## config.mk

```make
export PLATFORM = sky130hd
export DESIGN_NAME = hsv_lamp_pwm_controller_unit
export DESIGN_NICKNAME = d
export VERILOG_FILES = /design/src/design/hlpc_pkg.sv /design/src/design/hlpc_ctrl.sv /design/src/design/hlpc_datapath.sv /design/src/design/hsv_lamp_pwm_controller_unit.sv
export SDC_FILE = /design/constraint.sdc
export NUM_CORES = 2
export LEC_CHECK = 0
export BUFFER_PORTS_ARGS = -buffer_cell sky130_fd_sc_hd__buf_2
export CORE_MARGIN = 5
export CORE_UTILIZATION = 64
export DETAILED_ROUTE_END_ITERATION = 12
export GPL_TIMING_DRIVEN = 0
export PLACE_DENSITY = 0.85
export SETUP_SLACK_MARGIN = 0.15
export SLEW_MARGIN = 20
export SYNTH_ARGS = -nofsm -noshare
export SYNTH_HDL_FRONTEND = slang
export SYNTH_SLANG_ARGS = --single-unit
```

## constraint.sdc

```tcl
create_clock -name aclk -period 10.1 [get_ports aclk]
set_clock_uncertainty 0.15 [all_clocks]
set_input_delay 2.525 -clock aclk [delete_from_list [all_inputs] [get_ports aclk]]
set_output_delay 2.525 -clock aclk [all_outputs]
set_load 0.02 [all_outputs]
```

## src/design/hlpc_pkg.sv

```systemverilog
// Shared constants, command/status types for the HSV lamp PWM controller.
`timescale 1ns / 1ps

package hlpc_pkg;

    localparam int OP_W      = 2;
    localparam int HUE_W     = 9;
    localparam int PCT_W     = 7;
    localparam int X_W       = 13;
    localparam int P_W       = 20;
    localparam int N_W       = 24;
    localparam int LVL_W     = 8;
    localparam int S_TDATA_W = 24;
    localparam int S_TUSER_W = 2;
    localparam int M_TDATA_W = 48;
    localparam int M_TUSER_W = 2;
    localparam int NUM_LANES = 3;

    localparam logic [OP_W-1:0] OP_SET_POWER  = 2'd0;
    localparam logic [OP_W-1:0] OP_SET_COLOR  = 2'd1;
    localparam logic [OP_W-1:0] OP_SET_BRIGHT = 2'd2;
    localparam logic [OP_W-1:0] OP_WAKE       = 2'd3;

    localparam logic [PCT_W-1:0] PCT_FULL = 7'd100;
    localparam logic [HUE_W-1:0] HUE_WRAP = 9'd360;
    localparam logic [X_W-1:0]   X_FULL   = 13'd6000;
    // level = floor(17*v*X / 40000), quotient by reciprocal with one correction
    localparam logic [16:0]      RECIP    = 17'd107375;
    localparam logic [15:0]      DIV_C    = 16'd40000;

    typedef struct packed {
        logic accept;
        logic mix;
        logic mul;
        logic div;
        logic fix;
        logic lvl;
        logic load_out;
    } hlpc_cmd_t;

    typedef struct packed {
        logic no_result;
    } hlpc_status_t;

endpackage

```

## src/design/hlpc_ctrl.sv

```systemverilog
// Controller FSM: sequences the conversion stages and owns the result valid.
`timescale 1ns / 1ps

module hlpc_ctrl (
    input  logic                  aclk,
    input  logic                  aresetn,
    input  logic                  s_tvalid,
    output logic                  s_tready,
    output logic                  m_tvalid,
    input  logic                  m_tready,
    input  hlpc_pkg::hlpc_status_t status,
    output hlpc_pkg::hlpc_cmd_t    cmd
);
    import hlpc_pkg::*;

    localparam logic [2:0] ST_IDLE = 3'd0;
    localparam logic [2:0] ST_MIX  = 3'd1;
    localparam logic [2:0] ST_MUL  = 3'd2;
    localparam logic [2:0] ST_DIV  = 3'd3;
    localparam logic [2:0] ST_FIX  = 3'd4;
    localparam logic [2:0] ST_OUT  = 3'd5;
    localparam logic [2:0] ST_LVL  = 3'd6;

    logic [2:0] state_reg, state_next;
    logic       out_valid_reg, out_valid_next;
    logic       out_free;

    assign out_free = !out_valid_reg || m_tready;
    assign s_tready = (state_reg == ST_IDLE);
    assign m_tvalid = out_valid_reg;

    always_comb begin
        state_next   = state_reg;
        cmd          = '0;
        cmd.accept   = (state_reg == ST_IDLE) && s_tvalid;
        case (state_reg)
            ST_IDLE: begin
                if (s_tvalid && !status.no_result) begin
                    state_next = ST_MIX;
                end
            end
            ST_MIX: begin
                cmd.mix    = 1'b1;
                state_next = ST_MUL;
            end
            ST_MUL: begin
                cmd.mul    = 1'b1;
                state_next = ST_DIV;
            end
            ST_DIV: begin
                cmd.div    = 1'b1;
                state_next = ST_FIX;
            end
            ST_FIX: begin
                cmd.fix    = 1'b1;
                state_next = ST_LVL;
            end
            ST_LVL: begin
                cmd.lvl    = 1'b1;
                state_next = ST_OUT;
            end
            ST_OUT: begin
                if (out_free) begin
                    cmd.load_out = 1'b1;
                    state_next   = ST_IDLE;
                end
            end
            default: begin
                state_next = ST_IDLE;
            end
        endcase
    end

    always_comb begin
        out_valid_next = out_valid_reg;
        if (cmd.load_out) begin
            out_valid_next = 1'b1;
        end else if (m_tready) begin
            out_valid_next = 1'b0;
        end
    end

    always_ff @(posedge aclk) begin
        if (!aresetn) begin
            state_reg     <= ST_IDLE;
            out_valid_reg <= 1'b0;
        end else begin
            state_reg     <= state_next;
            out_valid_reg <= out_valid_next;
        end
    end

endmodule

```

## src/design/hlpc_datapath.sv

```systemverilog
// Datapath: lamp state, three-lane HSV-to-duty conversion, result register.
`timescale 1ns / 1ps

module hlpc_datapath (
    input  logic                              aclk,
    input  logic                              aresetn,
    input  hlpc_pkg::hlpc_cmd_t                cmd,
    output hlpc_pkg::hlpc_status_t             status,
    input  logic [hlpc_pkg::S_TDATA_W-1:0]    s_tdata,
    input  logic [hlpc_pkg::S_TUSER_W-1:0]    s_tuser,
    output logic [hlpc_pkg::M_TDATA_W-1:0]    m_tdata,
    output logic [hlpc_pkg::M_TUSER_W-1:0]    m_tuser
);
    import hlpc_pkg::*;

    localparam logic [1:0] SEL_MAX = 2'd0;
    localparam logic [1:0] SEL_MIN = 2'd1;
    localparam logic [1:0] SEL_UP  = 2'd2;
    localparam logic [1:0] SEL_DN  = 2'd3;

    // request fields
    logic [OP_W-1:0]  in_op;
    logic             in_power;
    logic [HUE_W-1:0] in_hue;
    logic [PCT_W-1:0] in_sat, in_val;

    assign in_op    = s_tuser;
    assign in_power = s_tdata[0];
    assign in_hue   = s_tdata[9:1];
    assign in_sat   = (s_tdata[16:10] > PCT_FULL) ? PCT_FULL : s_tdata[16:10];
    assign in_val   = (s_tdata[23:17] > PCT_FULL) ? PCT_FULL : s_tdata[23:17];

    logic             power_reg;
    logic [HUE_W-1:0] hue_reg;
    logic [PCT_W-1:0] sat_reg, val_reg;
    logic             drive_off_reg, report_reg;

    assign status.no_result = (in_op == OP_WAKE) && !power_reg;

    always_ff @(posedge aclk) begin
        if (!aresetn) begin
            power_reg <= 1'b0;
            hue_reg   <= '0;
            sat_reg   <= '0;
            val_reg   <= '0;
        end else if (cmd.accept) begin
            case (in_op)
                OP_SET_POWER: begin
                    power_reg <= in_power;
                end
                OP_SET_COLOR: begin
                    power_reg <= 1'b1;
                    hue_reg   <= in_hue;
                    sat_reg   <= in_sat;
                    val_reg   <= in_val;
                end
                OP_SET_BRIGHT: begin
                    power_reg <= 1'b1;
                    val_reg   <= in_val;
                end
                default: begin
                end
            endcase
        end
    end

    always_ff @(posedge aclk) begin
        if (cmd.accept) begin
            drive_off_reg <= (in_op == OP_SET_POWER) && !in_power;
            report_reg    <= (in_op != OP_WAKE);
        end
    end

    // sector split of the hue
    logic [HUE_W-1:0] hue_eff;
    logic [2:0]       sector;
    logic [HUE_W-1:0] sector_base;
    logic [5:0]       frac;
    logic [X_W-1:0]   sf, xmin, xup, xdn;
    logic [5:0]       sel_all;

    always_comb begin
        hue_eff = (hue_reg >= HUE_WRAP) ? '0 : hue_reg;
        if (hue_eff < 9'd60) begin
            sector = 3'd0;
        end else if (hue_eff < 9'd120) begin
            sector = 3'd1;
        end else if (hue_eff < 9'd180) begin
            sector = 3'd2;
        end else if (hue_eff < 9'd240) begin
            sector = 3'd3;
        end else if (hue_eff < 9'd300) begin
            sector = 3'd4;
        end else begin
            sector = 3'd5;
        end
        sector_base = {6'b0, sector} * 9'd60;
        frac        = 6'(hue_eff - sector_base);
        sf          = X_W'(sat_reg) * X_W'(frac);
        xmin        = X_W'(PCT_FULL - sat_reg) * 13'd60;
        xup         = xmin + sf;
        xdn         = X_FULL - sf;
        // {red, green, blue} selections
        case (sector)
            3'd0:    sel_all = {SEL_MAX, SEL_UP,  SEL_MIN};
            3'd1:    sel_all = {SEL_DN,  SEL_MAX, SEL_MIN};
            3'd2:    sel_all = {SEL_MIN, SEL_MAX, SEL_UP};
            3'd3:    sel_all = {SEL_MIN, SEL_DN,  SEL_MAX};
            3'd4:    sel_all = {SEL_UP,  SEL_MIN, SEL_MAX};
            default: sel_all = {SEL_MAX, SEL_MIN, SEL_DN};
        endcase
    end

    // lane 0 red, 1 green, 2 blue
    logic [X_W-1:0]   x_reg   [NUM_LANES];
    logic [P_W-1:0]   p_reg   [NUM_LANES];
    logic [N_W-1:0]   n_reg   [NUM_LANES];
    logic [HUE_W-1:0] q_reg   [NUM_LANES];
    logic [LVL_W-1:0] lvl_reg [NUM_LANES];
    logic [PCT_W-1:0] duty    [NUM_LANES];

    logic [1:0]       sel     [NUM_LANES];
    logic [N_W-1:0]   n_val   [NUM_LANES];
    logic [40:0]      prod    [NUM_LANES];
    logic [24:0]      back    [NUM_LANES];
    logic [14:0]      scaled  [NUM_LANES];
    logic [15:0]      tmp     [NUM_LANES];
    logic [PCT_W-1:0] pct     [NUM_LANES];

    assign sel[0] = sel_all[5:4];
    assign sel[1] = sel_all[3:2];
    assign sel[2] = sel_all[1:0];

    always_comb begin
        for (int i = 0; i < NUM_LANES; i++) begin
            n_val[i]  = {p_reg[i], 4'b0} + N_W'(p_reg[i]);
            prod[i]   = 41'(n_reg[i]) * 41'(RECIP);
            back[i]   = 25'(q_reg[i]) * 25'(DIV_C);
            scaled[i] = 15'(lvl_reg[i]) * 15'd100;
            tmp[i]    = 16'(scaled[i]) + 16'd1 + 16'(scaled[i][14:8]);
            pct[i]    = tmp[i][14:8];
            duty[i]   = drive_off_reg ? PCT_FULL : (PCT_FULL - pct[i]);
        end
    end

    always_ff @(posedge aclk) begin
        for (int i = 0; i < NUM_LANES; i++) begin
            if (cmd.mix) begin
                case (sel[i])
                    SEL_MAX: x_reg[i] <= X_FULL;
                    SEL_MIN: x_reg[i] <= xmin;
                    SEL_UP:  x_reg[i] <= xup;
                    default: x_reg[i] <= xdn;
                endcase
            end
            if (cmd.mul) begin
                p_reg[i] <= P_W'(val_reg) * P_W'(x_reg[i]);
            end
            if (cmd.div) begin
                n_reg[i] <= n_val[i];
            end
            if (cmd.fix) begin
                q_reg[i] <= prod[i][40:32];
            end
        end
    end

    // correction stage: lvl from q and n
    logic [HUE_W-1:0] lvl_fix [NUM_LANES];

    always_comb begin
        for (int i = 0; i < NUM_LANES; i++) begin
            lvl_fix[i] = (back[i] > 25'(n_reg[i])) ? (q_reg[i] - 9'd1) : q_reg[i];
        end
    end

    // result register
    logic [PCT_W-1:0] out_duty_reg [NUM_LANES];
    logic             out_rep_reg, out_pow_reg;
    logic [HUE_W-1:0] out_hue_reg;
    logic [PCT_W-1:0] out_sat_reg, out_val_reg;

    always_ff @(posedge aclk) begin
        for (int i = 0; i < NUM_LANES; i++) begin
            if (cmd.lvl) begin
                lvl_reg[i] <= lvl_fix[i][LVL_W-1:0];
            end
            if (cmd.load_out) begin
                out_duty_reg[i] <= duty[i];
            end
        end
        if (cmd.load_out) begin
            out_rep_reg <= report_reg;
            out_pow_reg <= report_reg & power_reg;
            out_hue_reg <= report_reg ? hue_reg : '0;
            out_sat_reg <= report_reg ? sat_reg : '0;
            out_val_reg <= report_reg ? val_reg : '0;
        end
    end

    assign m_tdata = {3'b0, out_val_reg, out_sat_reg, out_hue_reg, out_pow_reg,
                      out_duty_reg[2], out_duty_reg[1], out_duty_reg[0]};
    assign m_tuser = {out_rep_reg, 1'b1};

endmodule

```

## src/design/hsv_lamp_pwm_controller_unit.sv

```systemverilog
// Top level of the HSV lamp PWM controller: controller plus datapath.
//
//  channel  dir  handshake             payload
//  s_       in   s_tvalid / s_tready   s_tdata (power, hue, sat, value), s_tuser (operation)
//  m_       out  m_tvalid / m_tready   m_tdata (duties, report fields), m_tuser (valid flags)
//
// A request that yields a result reaches m_tvalid through mix, multiply, scale by 17,
// reciprocal quotient, correction, and the duty stage into the result register.
// The three color lanes run in parallel; no request is taken until the last is loaded.
// A wake-up while off is taken without leaving idle and gives no result.
// aresetn (synchronous) turns the lamp off and clears the stored color.
// A request is taken while a result still waits; the duty stage holds while that is so.
`timescale 1ns / 1ps

module hsv_lamp_pwm_controller_unit (
    input  logic                           aclk,
    input  logic                           aresetn,
    input  logic                           s_tvalid,
    output logic                           s_tready,
    // [0] power_on, [9:1] hue_in, [16:10] saturation_in, [23:17] value_in
    input  logic [hlpc_pkg::S_TDATA_W-1:0] s_tdata,
    // [1:0] operation
    input  logic [hlpc_pkg::S_TUSER_W-1:0] s_tuser,
    output logic                           m_tvalid,
    input  logic                           m_tready,
    // [6:0] duty_red_pin, [13:7] duty_green_pin, [20:14] duty_blue_pin,
    // [21] report_power, [30:22] report_hue, [37:31] report_saturation,
    // [44:38] report_value
    output logic [hlpc_pkg::M_TDATA_W-1:0] m_tdata,
    // [0] drive_valid, [1] report_valid
    output logic [hlpc_pkg::M_TUSER_W-1:0] m_tuser
);
    import hlpc_pkg::*;

    hlpc_cmd_t    cmd;
    hlpc_status_t status;

    hlpc_ctrl u_ctrl (
        .aclk     (aclk),
        .aresetn  (aresetn),
        .s_tvalid (s_tvalid),
        .s_tready (s_tready),
        .m_tvalid (m_tvalid),
        .m_tready (m_tready),
        .status   (status),
        .cmd      (cmd)
    );

    hlpc_datapath u_datapath (
        .aclk    (aclk),
        .aresetn (aresetn),
        .cmd     (cmd),
        .status  (status),
        .s_tdata (s_tdata),
        .s_tuser (s_tuser),
        .m_tdata (m_tdata),
        .m_tuser (m_tuser)
    );

endmodule

```

Word-level counts from Yosys, hierarchy flattened
Memories as Yosys holds them, arrays and structs flattened.
Cells that the tools add are included.
{"block": "word_totals", "input_bits": 30, "n_memories": 6, "regBits": 55, "mem_bits_rw": 243, "out_inout_bits": 52}
{"name": "u_datapath.n_reg", "words": 3, "word_bits": 24, "read_ports": 3, "rd_ports_with_merged_regs": 0, "write_ports": 3, "line": "hlpc_datapath.sv:117", "source": "logic [N_W-1:0] n_reg [NUM_LANES];"}
{"name": "u_datapath.p_reg", "words": 3, "word_bits": 20, "read_ports": 3, "rd_ports_with_merged_regs": 0, "write_ports": 3, "line": "hlpc_datapath.sv:116", "source": "logic [P_W-1:0] p_reg [NUM_LANES];"}
{"name": "u_datapath.x_reg", "words": 3, "word_bits": 13, "read_ports": 3, "rd_ports_with_merged_regs": 0, "write_ports": 3, "line": "hlpc_datapath.sv:115", "source": "logic [X_W-1:0] x_reg [NUM_LANES];"}
{"name": "u_datapath.q_reg", "words": 3, "word_bits": 9, "read_ports": 3, "rd_ports_with_merged_regs": 0, "write_ports": 3, "line": "hlpc_datapath.sv:118", "source": "logic [HUE_W-1:0] q_reg [NUM_LANES];"}
{"name": "u_datapath.lvl_reg", "words": 3, "word_bits": 8, "read_ports": 3, "rd_ports_with_merged_regs": 0, "write_ports": 3, "line": "hlpc_datapath.sv:119", "source": "logic [LVL_W-1:0] lvl_reg [NUM_LANES];"}
{"name": "u_datapath.out_duty_reg", "words": 3, "word_bits": 7, "read_ports": 3, "rd_ports_with_merged_regs": 0, "write_ports": 3, "line": "hlpc_datapath.sv:178", "source": "logic [PCT_W-1:0] out_duty_reg [NUM_LANES];"}
{"block": "op_classes", "multipliers": 15, "muxes": 83, "order_cmp": 11, "addsub": 19, "n_reduce_logical": 25, "n_bitwise": 10, "n_eq_ne": 22}
{"operator": "$mul A24 B17 Y41 const B", "count": 3}
{"operator": "$mux W13", "count": 9}
{"operator": "$gt A25 B24 Y1", "count": 3}
{"operator": "$add A24 B20 Y24", "count": 3}
{"operator": "$mul A7 B13 Y20", "count": 3}
{"operator": "$mul A9 B10 Y19 const B", "count": 3}
{"operator": "$mux W1", "count": 56}
{"operator": "$add A15 B1 Y15 const B", "count": 3}
{"operator": "$add A15 B7 Y15", "count": 3}
{"operator": "$mul A8 B5 Y13 const B", "count": 3}
{"operator": "$mux W7", "count": 5}
{"operator": "$pmux W6 S5", "count": 1}
{"operator": "$mux W8", "count": 3}
{"operator": "$sub A8 B1 Y8 const B", "count": 3}
{"operator": "$pmux W3 S7", "count": 1}
{"operator": "$sub A7 B7 Y7 const A", "count": 3}
{"operator": "$lt A9 B8 Y1 const B", "count": 2}
{"operator": "$mux W3", "count": 6}
{"operator": "$gt A7 B7 Y1 const B", "count": 2}
{"operator": "$add A13 B13 Y13", "count": 1}
{"operator": "$mul A13 B4 Y11 const B", "count": 1}
{"operator": "$mul A7 B6 Y13", "count": 1}
{"operator": "$sub A13 B13 Y13 const A", "count": 1}
{"operator": "$eq A3 B2 Y1 const B", "count": 4}
{"operator": "26 further kinds", "count": 62}

Logic depth before layout (Yosys ltp)
{"block": "logic_depth", "word_depth": 17, "depth_mapped": 36, "mapped_depth_nobuf": 35}

Cells and area by module
From an unflattened synthesis, not the netlist that was laid out.
{"block": "unflattened", "cells_unflattened": 5277, "hier_area_um2": 53551.4}
{"module": "hlpc_datapath", "cells_per_inst": 5247, "area_each_um2": 53282.4, "n_inst": 1}
{"module": "hlpc_ctrl", "cells_per_inst": 30, "area_each_um2": 269.0, "n_inst": 1}

Worst setup path after synthesis
No wires, ideal clock.
{"block": "synth_timing", "path_kind": "register to register", "startpoint": "register u_datapath.hue_reg[5]", "endpoint": "memory u_datapath.x_reg[0][12], data pin", "path_stages_with_launch": 35, "arrival_ns": 7.272, "slack_ns": 2.355, "required_time_ns": 9.628, "period_less_slack_ns": 7.745, "n_path_buf": 1, "cell_sequence": "dfxtp_1 buf_4 a21bo_2 o21ba_1 o21ba_2 nor2_4 nor2_1 nor2_1 inv_1 fa_1 inv_1 ha_1 inv_1 ha_1 a21oi_2 xnor2_1 nand2_1 fa_1 fa_1 fa_1 inv_1 ha_1 nor2b_1 o31a_1 o31a_1 o21ai_0 nand3_1 and2_1 ha_1 a21oi_1 o21ai_0 xor2_1 xnor2_1 o221ai_1 nand2_1"}
{"element": "start, declared", "line": "hlpc_datapath.sv:34", "source": "logic [HUE_W-1:0] hue_reg;"}
{"element": "start signal, assigned", "line": "hlpc_datapath.sv:53", "source": "hue_reg <= in_hue;"}
{"element": "end, declared", "line": "hlpc_datapath.sv:115"}

==> results.json <==
{
  "result_of_the_run": "completed",
  "clockBufferDepth": 3,
  "effective_utilization_at_floorplan_pct": 64.3,
  "fin_hold_ws_ps": 315,
  "std_cell_rows": 106,
  "fp.dieW_um": 300,
  "ys_top_cells_by_count": "sky130_fd_sc_hd__inv_1, sky130_fd_sc_hd__ha_1, sky130_fd_sc_hd__fa_1, sky130_fd_sc_hd__nand2_1, sky130_fd_sc_hd__edfxtp_1",
  "synthTopCellsByArea": "sky130_fd_sc_hd__fa_1, sky130_fd_sc_hd__ha_1, sky130_fd_sc_hd__edfxtp_1",
  "rr_worst_depth": 33,
  "total_power_mw": 10.2,
  "total_area_of_sequential_cells_mm2": 0.00867,
  "power-per-cell-area_mw_per_mm2": 178,
  "synth_cell_types": 102,
  "mean_area_per_synthesized_cell_um2": 10.1,
  "hp-start": "u_datapath.p_reg[0][0]",
  "finalWirelength_um": 121000,
  "crit_path_max_fanout": 10,
  "setup_repair_after_global_routing_missed_its_margin": "false",
  "grt_antenna_before_repair": 1,
  "cts_resized": 0,
  "numPlacedInstances": 6497,
  "hpwl_um": 102000,
  "yosys_most_used_dff": "sky130_fd_sc_hd__edfxtp_1",
  "drtAntennaViolNets": 0,
  "clock_transition_at_the_register_clock_pins_on_the_worst_setup_and_hold_paths_after_cts_ps": 60,
  "hold-path-cell-count": 0,
  "timing.rr.start": "u_datapath.hue_reg[4]",
  "dr_total_vias": 37900,
  "vias_in_the_first_global_route": 41400,
  "hold_path_class": "flop to flop",
  "initialDrtViolationCount": 2558,
  "worstHoldEndpoint": "u_datapath.n_reg[0][0]",
  "cts_made_buffers": 39,
  "globalRoute.totalOverflow": 0,
  "postSynth.asyncResetShare_pct": 0,
  "worst-setup-path-type": "flop to flop",
  "cts.root.buffer_cell": "sky130_fd_sc_hd__clkbuf_16",
  "floorplan.die.height_um": 300,
  "die_area_mm2": 0.0897,
  "data_required_critical_path_ps": 10400,
  "power.static_leakage_nw": 28.6,
  "drc": 0,
  "fp.coreArea_mm2": 0.0834,
  "worstPathArrival_ps": 9230,
  "worstSkewPairLatency_ps": 590,
  "r2r-end": "u_datapath.x_reg[0][12]",
  "post_route_setup_tns_ps": 0,
  "multi_input_area_mm2": 0.0401,
  "timing.final.setup_violations": 0,
  "post_drt_wl_per_cell_um": 18.4,
  "stdcell_count": 6569,
  "vias_per_cell": 5.77,
  "synth_largest_type_area_fraction_pct": 29.9,
  "grt_pass1_wl_um": 204000,
  "critical-path-slowest-cell": "sky130_fd_sc_hd__fa_1",
  "worstSetupStartpointType": "flop",
  "layout.nets": 7264,
  "detailedRoute.firstPassIterationCount": 7,
  "post_syn_instances": 5324,
  "critical-path-max-stage-delay_ps": 540,
  "gpl.final_weighted_congestion": 0.978,
  "max_clock_freq_mhz": 112,
  "cts-htree-levels": 2,
  "track_usage_pct": 27.8,
  "most_common_cell_in_the_netlist": "sky130_fd_sc_hd__inv_1",
  "worst_rel_slew_slack_pct": 34.6,
  "cts_tree": "built",
  "pin_count": 82,
  "worst-slew-pin-transition_ps": 976,
  "peakVddDrop_uv": 158,
  "cts.repair_timing.setup_buffer_count": 0,
  "setup.worst_path.end_class": "flop",
  "area_growth_syn_to_layout_pct": 6.11,
  "synth.ff_latch_count": 298,
  "io_buffers": 77,
  "finalMaxSlewViolations": 0,
  "final-hold-violation-count": 0,
  "clock-sinks": 298,
  "shortest_clock_period_the_worst_path_allows_after_layout_ps": 8930,
  "regToRegSetupSlack_ps": 1170,
  "post-route-period-util_pct": 88.4,
  "timing.max_cap.violations": 0,
  "final_core_utilization_pct": 68.2,
  "largest_register_ffs": 72,
  "fillerInstances": 5943,
  "pin_count_of_the_biggest_net_entering_global_routing": 58,
  "synth_edf_count": 270,
  "cts-hold-fix-buffers": 0,
  "synth_largest_area_cell": "sky130_fd_sc_hd__fa_1",
  "netlist_area_before_placement_mm2": 0.0536,
  "synth_seq_area_share_pct": 16.2,
  "yosys_warnings": 0,
  "post_route_cells_drive_above_1_share_pct": 4.45
}
cell families after synthesis:
group | share of synthesized area (%)
other cells | 0.0140
mux | 0.0373
flops | 16.2
compound gates | 8.44
simple gates | 9.34
buf+inv | 9.18
fa+ha+maj | 52.7
xor+xnor | 4.19
cell usage in the layout (no fill, tap or decap), types with 8 or more instances in the layout:
cell and count:
sky130_fd_sc_hd__buf_2 85, sky130_fd_sc_hd__o21ai_1 13, sky130_fd_sc_hd__nand3_1 58, sky130_fd_sc_hd__xnor2_1 197
sky130_fd_sc_hd__and4_1 9, sky130_fd_sc_hd__a211oi_1 16, sky130_fd_sc_hd__and3_1 25, sky130_fd_sc_hd__clkbuf_1 57
sky130_fd_sc_hd__fa_1 800, sky130_fd_sc_hd__nor2_1 190, sky130_fd_sc_hd__a21oi_1 173, sky130_fd_sc_hd__nand2b_1 15
sky130_fd_sc_hd__or3_1 12, sky130_fd_sc_hd__a22oi_1 8, sky130_fd_sc_hd__a2111oi_0 9, sky130_fd_sc_hd__xor2_1 54
sky130_fd_sc_hd__o31a_1 9, sky130_fd_sc_hd__o21a_1 29, sky130_fd_sc_hd__a31oi_1 20, sky130_fd_sc_hd__nor2b_1 44
sky130_fd_sc_hd__inv_1 1220, sky130_fd_sc_hd__o31ai_1 8, sky130_fd_sc_hd__dfxtp_1 28, sky130_fd_sc_hd__ha_1 976
sky130_fd_sc_hd__o21ai_0 98, sky130_fd_sc_hd__buf_4 17, sky130_fd_sc_hd__or2_2 15, sky130_fd_sc_hd__o211ai_1 15
sky130_fd_sc_hd__nor4_1 8, sky130_fd_sc_hd__o21bai_1 22, sky130_fd_sc_hd__and2_1 153, sky130_fd_sc_hd__nand2_1 375
sky130_fd_sc_hd__nand4_1 30, sky130_fd_sc_hd__a21boi_0 33, sky130_fd_sc_hd__a21o_1 85, sky130_fd_sc_hd__nor3_1 60
sky130_fd_sc_hd__a31o_2 8, sky130_fd_sc_hd__clkbuf_16 40, sky130_fd_sc_hd__edfxtp_1 270
power breakdown:
| group | internal (mW) | switching (mW) | leakage, nW | total [mW] |
|---|---|---|---|---|
| combinational | 3.07 | 3.99 | 25.3 | 7.06 |
| clock | 0.853 | 0.601 | 0.646 | 1.45 |
| sequential | 1.54 | 0.107 | 2.64 | 1.65 |
| total | 5.46 | 4.70 | 28.6 | 10.2 |
routing by layer:
layer | global-route usage, % | share of wire (%) | up-vias
li1 | - | - | 17500
met1 | 35.1 | 40 | 18700
met2 | 48.5 | 49 | 1354
met3 | 4.77 | 7.0 | 343
met4 | 9.87 | 3.8 | 0
met5 | 0 | 0 | -
worst max-delay path, delay by kind of cell (launching register included):
kind	cells	cell delay, ps
simple gates	7	1130
fa+ha+maj	8	3390
flops	1	290
xor+xnor	3	1090
compound gates	10	2310
buf+inv	5	410
metrics by stage:
step	setup slack, ps	cell area (µm²)
2_1_floorplan	2360	53700
3_3_place_gp	1480	55400
3_5_place_dp	1370	55600
4_1_cts	1290	56900
5_1_grt	713	56900
6_report	1170	56900
final cells by class:
cell class | count | share of cell area [%]
multi-input combinational | 3731 | 70.4
sequential | 298 | 15.2
inverter | 1222 | 8.06
tap | 1080 | 2.37
clock buffer | 44 | 1.82
timing repair buffer | 91 | 0.967
buffer | 75 | 0.593
clock inverter | 27 | 0.532
antenna | 1 | 0.00440
worst max-delay path by stage:
stage	slack, ps	startpoint	to	cells past startpoint
final	1170	u_datapath.hue_reg[4]	u_datapath.x_reg[0][12]	33
after global placement	1480	u_datapath.hue_reg[4]	u_datapath.x_reg[0][12]	33
after CTS	1290	u_datapath.hue_reg[4]	u_datapath.x_reg[0][12]	33
after global routing	710	u_datapath.hue_reg[4]	u_datapath.x_reg[0][12]	33
after detailed placement	1370	u_datapath.hue_reg[4]	u_datapath.x_reg[0][12]	33
after floorplan	2360	u_datapath.hue_reg[5]	u_datapath.x_reg[0][12]	34
No activity file was read; power rests on OpenSTA's default activity.
